`src/rtl/eida_pkg.sv`:
```
`default_nettype none
// ----------------------------------------------------------------------------
// eida_pkg: shared types and constants of the entity ID allocator
// Operation and status codes, beat structs and default sizes.
// ----------------------------------------------------------------------------
package eida_pkg;

  localparam int ENTRIES_DEF        = 256;
  localparam int COMPONENT_BITS_DEF = 16;

  localparam int OP_W     = 3;
  localparam int ID_FLD_W = 8;
  localparam int MASK_W   = 16;
  localparam int STATUS_W = 2;
  localparam int COUNT_W  = 9;

  typedef enum logic [OP_W-1:0] {
    OP_CREATE  = 3'd0,
    OP_DESTROY = 3'd1,
    OP_HAS     = 3'd2,
    OP_ADD     = 3'd3,
    OP_REMOVE  = 3'd4,
    OP_CLEAR   = 3'd5
  } op_t;

  typedef enum logic [STATUS_W-1:0] {
    ST_DONE     = 2'd0,
    ST_FULL     = 2'd1,
    ST_NOT_LIVE = 2'd2
  } status_t;

  typedef struct packed {
    op_t                 op;
    logic [ID_FLD_W-1:0] entity_id;
    logic [MASK_W-1:0]   sel_mask;
  } cmd_t;

  typedef struct packed {
    status_t             status;
    logic [ID_FLD_W-1:0] new_id;
    logic                answer;
    logic [COUNT_W-1:0]  live_count;
  } res_t;

  typedef struct packed {
    logic                pop;
    logic                push;
    logic                restore;
    logic [ID_FLD_W-1:0] push_id;
  } fl_ctrl_t;

endpackage
`default_nettype wire

```
`src/rtl/eida_free_list.sv`:
```
`default_nettype none
// ----------------------------------------------------------------------------
// eida_free_list: stack of free entity IDs
// A pop reads the stack memory and presents the popped ID in the next cycle.
// Positions below the low-water mark still hold their restore value, so a
// restore needs no pass over the memory.
// ----------------------------------------------------------------------------
module eida_free_list
  import eida_pkg::*;
#(
  parameter int ENTRIES = ENTRIES_DEF
) (
  input  logic                             clk,
  input  logic                             rst,
  input  fl_ctrl_t                         ctl,
  output logic [$clog2(ENTRIES+1)-1:0]     depth,
  output logic [$clog2(ENTRIES)-1:0]       nid
);

  localparam int ID_W    = $clog2(ENTRIES);
  localparam int DEPTH_W = $clog2(ENTRIES+1);

  logic [DEPTH_W-1:0] low_mark;
  logic [DEPTH_W-1:0] top_pos;
  logic [ID_W-1:0]    stack [ENTRIES];
  logic [ID_W-1:0]    stk_q;
  logic [ID_W-1:0]    pos_q;
  logic               use_init_q;
  logic               full;

  assign top_pos = depth - DEPTH_W'(1);
  assign full    = (depth == DEPTH_W'(ENTRIES));

  always_ff @(posedge clk) begin
    if (rst) begin
      depth    <= DEPTH_W'(ENTRIES);
      low_mark <= DEPTH_W'(ENTRIES);
    end else if (ctl.restore) begin
      depth    <= DEPTH_W'(ENTRIES);
      low_mark <= DEPTH_W'(ENTRIES);
    end else if (ctl.pop) begin
      depth <= top_pos;
      if (top_pos < low_mark) begin
        low_mark <= top_pos;
      end
    end else if (ctl.push && !full) begin
      depth <= depth + DEPTH_W'(1);
    end
  end

  always_ff @(posedge clk) begin
    if (ctl.pop) begin
      stk_q      <= stack[ID_W'(top_pos)];
      pos_q      <= ID_W'(top_pos);
      use_init_q <= (top_pos < low_mark);
    end
    if (ctl.push && !full) begin
      stack[ID_W'(depth)] <= ID_W'(ctl.push_id);
    end
  end

  assign nid = use_init_q ? (ID_W'(ENTRIES - 1) - pos_q) : stk_q;

`ifndef SYNTHESIS
  a_depth_bound: assert property (@(posedge clk) disable iff (rst)
    depth <= DEPTH_W'(ENTRIES))
    else $error("free list depth above entry count");
  a_mark_bound: assert property (@(posedge clk) disable iff (rst)
    low_mark <= depth)
    else $error("low-water mark above depth");
  a_pop_empty: assert property (@(posedge clk) disable iff (rst)
    ctl.pop |-> depth != '0)
    else $error("pop from empty free list");
`endif

endmodule
`default_nettype wire

```
`config.mk`:
```
export PLATFORM = sky130hd
export DESIGN_NAME = eida_free_list
export DESIGN_NICKNAME = d
export VERILOG_FILES = /design/src/rtl/eida_pkg.sv /design/src/rtl/eida_free_list.sv
export SDC_FILE = /design/constraint.sdc
export NUM_CORES = 2
export LEC_CHECK = 0
export ABC_CLOCK_PERIOD_IN_PS = 11200
export BUFFER_PORTS_ARGS = -buffer_cell sky130_fd_sc_hd__buf_2
export CAP_MARGIN = 20
export CORE_MARGIN = 2
export CORE_UTILIZATION = 65
export DETAILED_ROUTE_END_ITERATION = 16
export HOLD_SLACK_MARGIN = 0.1
export PLACE_DENSITY = 0.81
export SYNTH_ARGS = -nofsm -noshare
export SYNTH_HDL_FRONTEND = slang
export SYNTH_SLANG_ARGS = --single-unit
export TNS_END_PERCENT = 100
```
`constraint.sdc`:
```
create_clock -name clk -period 11.2 [get_ports clk]
set_input_delay 0.56 -clock clk [delete_from_list [all_inputs] [get_ports clk]]
set_output_delay 0.56 -clock clk [all_outputs]
set_load 0.01 [all_outputs]
```
---- After elaboration in Yosys (flattened, before gate mapping) ----
Memory sizes are Yosys's and may differ from the RTL's. A register that Yosys moved wholly into a read port is not among the register bits.
Cells that the tools add are included.
operators by class
  bitwise operators ....................... 0
  $add $sub $neg .......................... 3
  mux-type cells .......................... 5
  $lt $le $gt $ge ......................... 1
  eq/ne operators ......................... 1
  divide/modulo/power cells ............... 0
  multiply operators ...................... 0
  shifts and indexed selects .............. 0
  reductions and logical operators ........ 5
operators by type and width
  kind                                              number
  two-way mux 9 bit                                 2
  adder 9 x 1 -> 9 bit, second input constant       1
  equality test 9 bit, second input constant        1
  less-than comparator 9 bit                        1
  subtractor 9 x 1 -> 9 bit, second input constant  1
  two-way mux 8 bit                                 1
  subtractor 8 bit, first input constant            1
  two-way mux 1 bit                                 2
  AND reduction 2 bit                               1
  nonzero test 2 bit                                1
  OR reduction 2 bit                                1
  logical AND 1 bit                                 1
  zero test 1 bit                                   1
storage, ports and cells
  memories kept ........................... 1
  bits in registers ....................... 27
  bits of input ports ..................... 13
  output and inout bits ................... 17
  bits in read-only memories .............. 0
  bits in latches ......................... 0
  bits in writable memories ............... 2,048
memory list
  memory  depth  bits a word  read ports  clocked after memory_dff  write ports  RTL line              RTL
  stack   256    8            1           1                         1            eida_free_list.sv:25  logic [ID_W-1:0] stack [ENTRIES];

---- Logic depth before layout (Yosys ltp) ----
  depth after elaboration ................. 5
  gate-level depth with buffers ........... 17

---- Least setup slack after synthesis ----
Ideal clock, no wire load.
  path type ............................... reg-to-reg
  start point ............................. register depth[0]
  end point ............................... register low_mark[3]
  slack ................................... 7.241 ns
  cell stages (with the launch flop) ...... 18
  arrival time ............................ 3.888 ns
  path through ............................ dfxtp_1 > buf_2 > buf_6 > buf_4 > inv_1 > ha_1 > clkbuf_1 > buf_2 > buf_1 > inv_1 > ha_1 > a21boi_0 > o21a_1 > o21a_1 > o2111ai_1 > a31oi_1 > nor2_2 > mux2i_1
on the way
  cells in the longest elaborated chain, start to end .. 3
RTL lines
  what                           RTL line              RTL
  from (decl)                    eida_free_list.sv:16  output logic [$clog2(ENTRIES+1)-1:0] depth,
  from (signal assigned)         eida_free_list.sv:36  depth <= DEPTH_W'(ENTRIES);
  from (signal assigned)         eida_free_list.sv:39  depth <= DEPTH_W'(ENTRIES);
  from (signal assigned)         eida_free_list.sv:42  depth <= top_pos;
  subtractor 9 x 1 -> 9 bit      eida_free_list.sv:31  assign top_pos = depth - DEPTH_W'(1);
  net top_pos[0]                 eida_free_list.sv:24  logic [DEPTH_W-1:0] top_pos;
  less-than comparator 9 bit     eida_free_list.sv:43  if (top_pos < low_mark) begin
  AND reduction 2 bit (no line)  --
  to (signal assigned)           eida_free_list.sv:37  low_mark <= DEPTH_W'(ENTRIES);
  to (signal assigned)           eida_free_list.sv:40  low_mark <= DEPTH_W'(ENTRIES);
  to (signal assigned)           eida_free_list.sv:44  low_mark <= top_pos;
  to (decl)                      eida_free_list.sv:23  logic [DEPTH_W-1:0] low_mark;
The timed path passes the listed nets, and every way through them passes these cells.
A chain may end at the register's enable or synchronous reset.

---- Worst setup path after layout ----
  start point ............................. register depth[0]
  end point ............................... register stk_q[1] (read register of stack) (data pin)
on the way
  cells in the longest elaborated chain, start to end .. 1
RTL lines
  what                       RTL line              RTL
  subtractor 9 x 1 -> 9 bit  eida_free_list.sv:31
  net top_pos[0]             eida_free_list.sv:24
  to (decl)                  eida_free_list.sv:26  logic [ID_W-1:0] stk_q;
The timed path passes the listed nets, and every way through them passes these cells.

==> flow_metrics.py <==
metrics = {
    "clocking": {
        "cts_tree": "built",
        "cts-root-buf": "clkbuf_16",
        "clk_transition_reported_paths_ns": 0.07,
        "cts.repair_timing.setup_buffer_count": 0,
        "post_cts_resize_count": 0,
        "clock_latency_at_the_later_pin_of_the_worst_skew_pair_ns": 0.82,
        "cts_max_path_buffers": 3,
        "cts_buffers": 194,
        "cts_htree_levels": 4,
        "clock-sinks": 2083,
        "cts_hold_repair.buffers": 2,
    },
    "worst_setup_path": {
        "worstReg2RegStart": "depth[0]$_SDFFE_PP0P_",
        "crit_required_ns": 11.74,
        "timing.critical_path.from": "depth[0]$_SDFFE_PP0P_",
        "timing_worst_setup_path_type": "reg -> reg",
        "critical_path.max_fanout": 176,
        "cp-endpoint": "stk_q[1]$_DFFE_PP_",
        "r2r_cells": 10,
        "r2r-end": "stk_q[1]$_DFFE_PP_",
        "critPathArrivalTime_ns": 7.62,
        "rrSetupSlack_ns": 4.12,
        "cp-end-kind": "flip-flop",
        "worstSetupStartpointType": "flip-flop",
    },
    "finish": {
        "final_net_count": 3604,
        "layout-drive-gt1-share_pct": 26.90,
        "flow.area_growth_from_synthesis_pct": 10.08,
    },
    "global_routing": {
        "gr-usage-all-layers_pct": 34.03,
        "total_congestion_overflow": 0,
        "antenna_found_initial": 3,
        "grt_pass1_vias": 40750,
        "grt_start_max_net_pins": 177,
        "first_pass_grt_wire_length_um": 301800,
    },
    "pwr": {
        "power_density_nw_per_um2": 190.7,
        "power.static_leakage_nw": 26.63,
        "ir_worst_vdd_mv": 0.1680,
    },
    "route": {
        "drt-vias-per-instance": 7.546,
        "dr.max_layer_used": "met5",
        "antenna_left": 0,
        "drt_iter0_drc": 7189,
        "first_pass_iters": 6,
        "routed_wirelength_um": 211800,
        "met2WireLength_um": 103200,
        "detail_route.wl_per_cell_um": 39.47,
        "met1_wire_length_um": 69900,
        "met3_wirelength_um": 26230,
        "drc": 0,
        "vias": 40490,
    },
    "yosys": {
        "seq_area_frac_synth_pct": 77.39,
        "synth_warnings": 0,
        "synth.net_count": 3518,
        "ys_ff_latch": 2083,
        "synth_cell_types": 44,
        "synth-edff-count": 2065,
        "synth.cell_area_um2": 80590,
        "avgSynthCellArea_um2": 23.08,
        "postSynth.asyncResetShare_pct": 0,
        "postSynth.topFlopCell": "edfxtp_1",
        "synth_cells": 3492,
    },
    "floorplanning": {
        "dieArea_um2": 126800,
        "die_x_um": 356.1,
        "boundaryPins": 30,
        "floorplan.core_area_um2": 123300,
        "initial_util_pct": 65.35,
        "die_h_um": 356.1,
        "placementRows": 129,
    },
    "hold_path": {
        "hold_path_class": "in -> reg",
        "worst_hold_path_depth": 4,
    },
    "sta": {
        "achievable-frequency_ghz": 0.1413,
        "period_share_pct": 63.17,
        "final.setup_skew_ns": 0.02698,
        "final_hold_viol_count": 0,
        "setup-tns-final_ns": 0,
        "max-slew-margin-rel_pct": 14.60,
        "rsz_0062_raised_after_global_routing": "false",
        "timing.final.max_slew_violations": 0,
        "setup_viol": 0,
        "fin_worst_hold_slack_ns": 0.2593,
        "fin_crit_ns": 7.075,
        "worst_margin_slew_ns": 1.281,
    },
    "place": {
        "routabilityCongestion": 0.9196,
        "dp.final_hpwl_um": 108700,
        "port_buffers": 29,
    },
    "run_status": {
        "outcome": "finished clean",
    },
    "flow_run": {
        "maxCapViolCount": 0,
    },
}
==> final cells by class <==
class                           instances  area [um2]
Multi-Input combinational cell       1181       17260
Fill cell                            6352       34600
Clock buffer                          248        5185
Timing Repair Buffer                   94       882.1
Tap cell                             1637        2048
Inverter                               24       90.09
Antenna cell                            4       10.01
Clock inverter                         95       865.8
Sequential cell                      2083       62370
==> through the flow <==
step / instance area (um2) / setup WS, ns / power (mW) / instances / utilization [%]
2_1_floorplan: 80590 / 7.241 / 9.835 / 3492 / -
3_3_place_gp: 82430 / 4.514 / 10.42 / 5005 / 66.85
6_report: 88710 / 4.125 / 16.92 / 5366 / 71.94
4_1_cts: 88500 / 4.277 / 16.84 / 5350 / 71.77
3_5_place_dp: 82430 / 4.386 / 10.47 / 5005 / 66.85
5_1_grt: 88700 / 3.932 / 17.20 / 5362 / 71.93
==> cell usage after synthesis, types with 2 or more instances <==
master	instances	area share [%]
inv_1	22	0.10
nor2b_1	5	0.039
and3_1	4	0.031
a31oi_1	3	0.023
ha_1	13	0.20
nand4_1	4	0.031
buf_6	5	0.070
buf_2	62	0.39
a22oi_1	65	0.61
xnor2_1	7	0.076
nor3b_1	2	0.019
clkbuf_1	117	0.54
a21oi_1	42	0.26
nand2_1	36	0.17
dfxtp_1	18	0.45
a211oi_1	8	0.075
edfxtp_1	2065	77
xor2_1	7	0.076
buf_1	2	0.0093
o21ai_0	6	0.037
nor3_1	19	0.12
nor2_1	279	1.3
mux4_2	640	18
nand3_1	13	0.081
o21a_1	3	0.028
buf_4	18	0.17
mux2i_1	9	0.11
nand2b_1	2	0.016
==> worst min path at each step <==
stage	end	slack (ns)	startpoint
6_report	low_mark[3]$_SDFFE_PP0P_	0.26	ctl[8]
3_3_place_gp	low_mark[3]$_SDFFE_PP0P_	0.45	low_mark[3]$_SDFFE_PP0P_
5_1_grt	low_mark[3]$_SDFFE_PP0P_	0.22	ctl[8]
2_1_floorplan	low_mark[3]$_SDFFE_PP0P_	0.43	low_mark[3]$_SDFFE_PP0P_
4_1_cts	low_mark[3]$_SDFFE_PP0P_	0.18	ctl[8]
3_5_place_dp	low_mark[3]$_SDFFE_PP0P_	0.46	low_mark[3]$_SDFFE_PP0P_
==> logic make-up after synthesis <==
family          synth area share (%)
flops                          77.39
compound gates                 1.085
simple gates                   1.880
mux                            18.00
buf+inv                        1.289
fa+ha+maj                     0.2018
xor+xnor                      0.1522
==> cell usage in the layout (no fill, tap or decap), types with 12 or more instances in the layout <==
| cell type | count |
|---|---|
| clkinv_1 | 45 |
| buf_4 | 50 |
| buf_2 | 21 |
| a21oi_1 | 40 |
| clkinv_2 | 23 |
| bufinv_16 | 16 |
| edfxtp_1 | 2065 |
| clkbuf_16 | 200 |
| ha_1 | 12 |
| dfxtp_1 | 17 |
| mux4_2 | 640 |
| nor2_1 | 279 |
| a22oi_1 | 65 |
| nor3_1 | 19 |
| nand2_1 | 36 |
| clkbuf_1 | 48 |
| inv_1 | 22 |
==> routing by layer <==
layer / global-route usage, % / vias up
li1: - / 14950
met1: 45.73 / 20930
met2: 53.36 / 3840
met3: 8.195 / 771
met4: 17.13 / 8
met5: 0 / -
==> state kept, by name (all words and copies together), names as in the netlist <==
name,flops
use_init_q,1
stack,2048
low_mark,9
stk_q,8
pos_q,8
depth,9
==> worst max-delay path, cell delays in order (launching register included) <==
cell,delay (ns)
dfxtp_4,1.01
inv_1,0.42
ha_4,1.17
buf_4,0.72
buf_12,0.75
mux4_2,0.43
mux4_2,0.49
a22oi_1,0.74
a21oi_1,0.29
nor3_1,0.33
nor2_1,0.14
==> where the power goes <==
part | total (mW) | switching [mW] | internal, mW
sequential | 8.64 | 0.0372 | 8.61
clock | 6.49 | 2.87 | 3.62
combinational | 1.79 | 1.09 | 0.691
total | 16.9 | 4.00 | 12.9
Note: power is estimated with default switching activity, not from simulation.
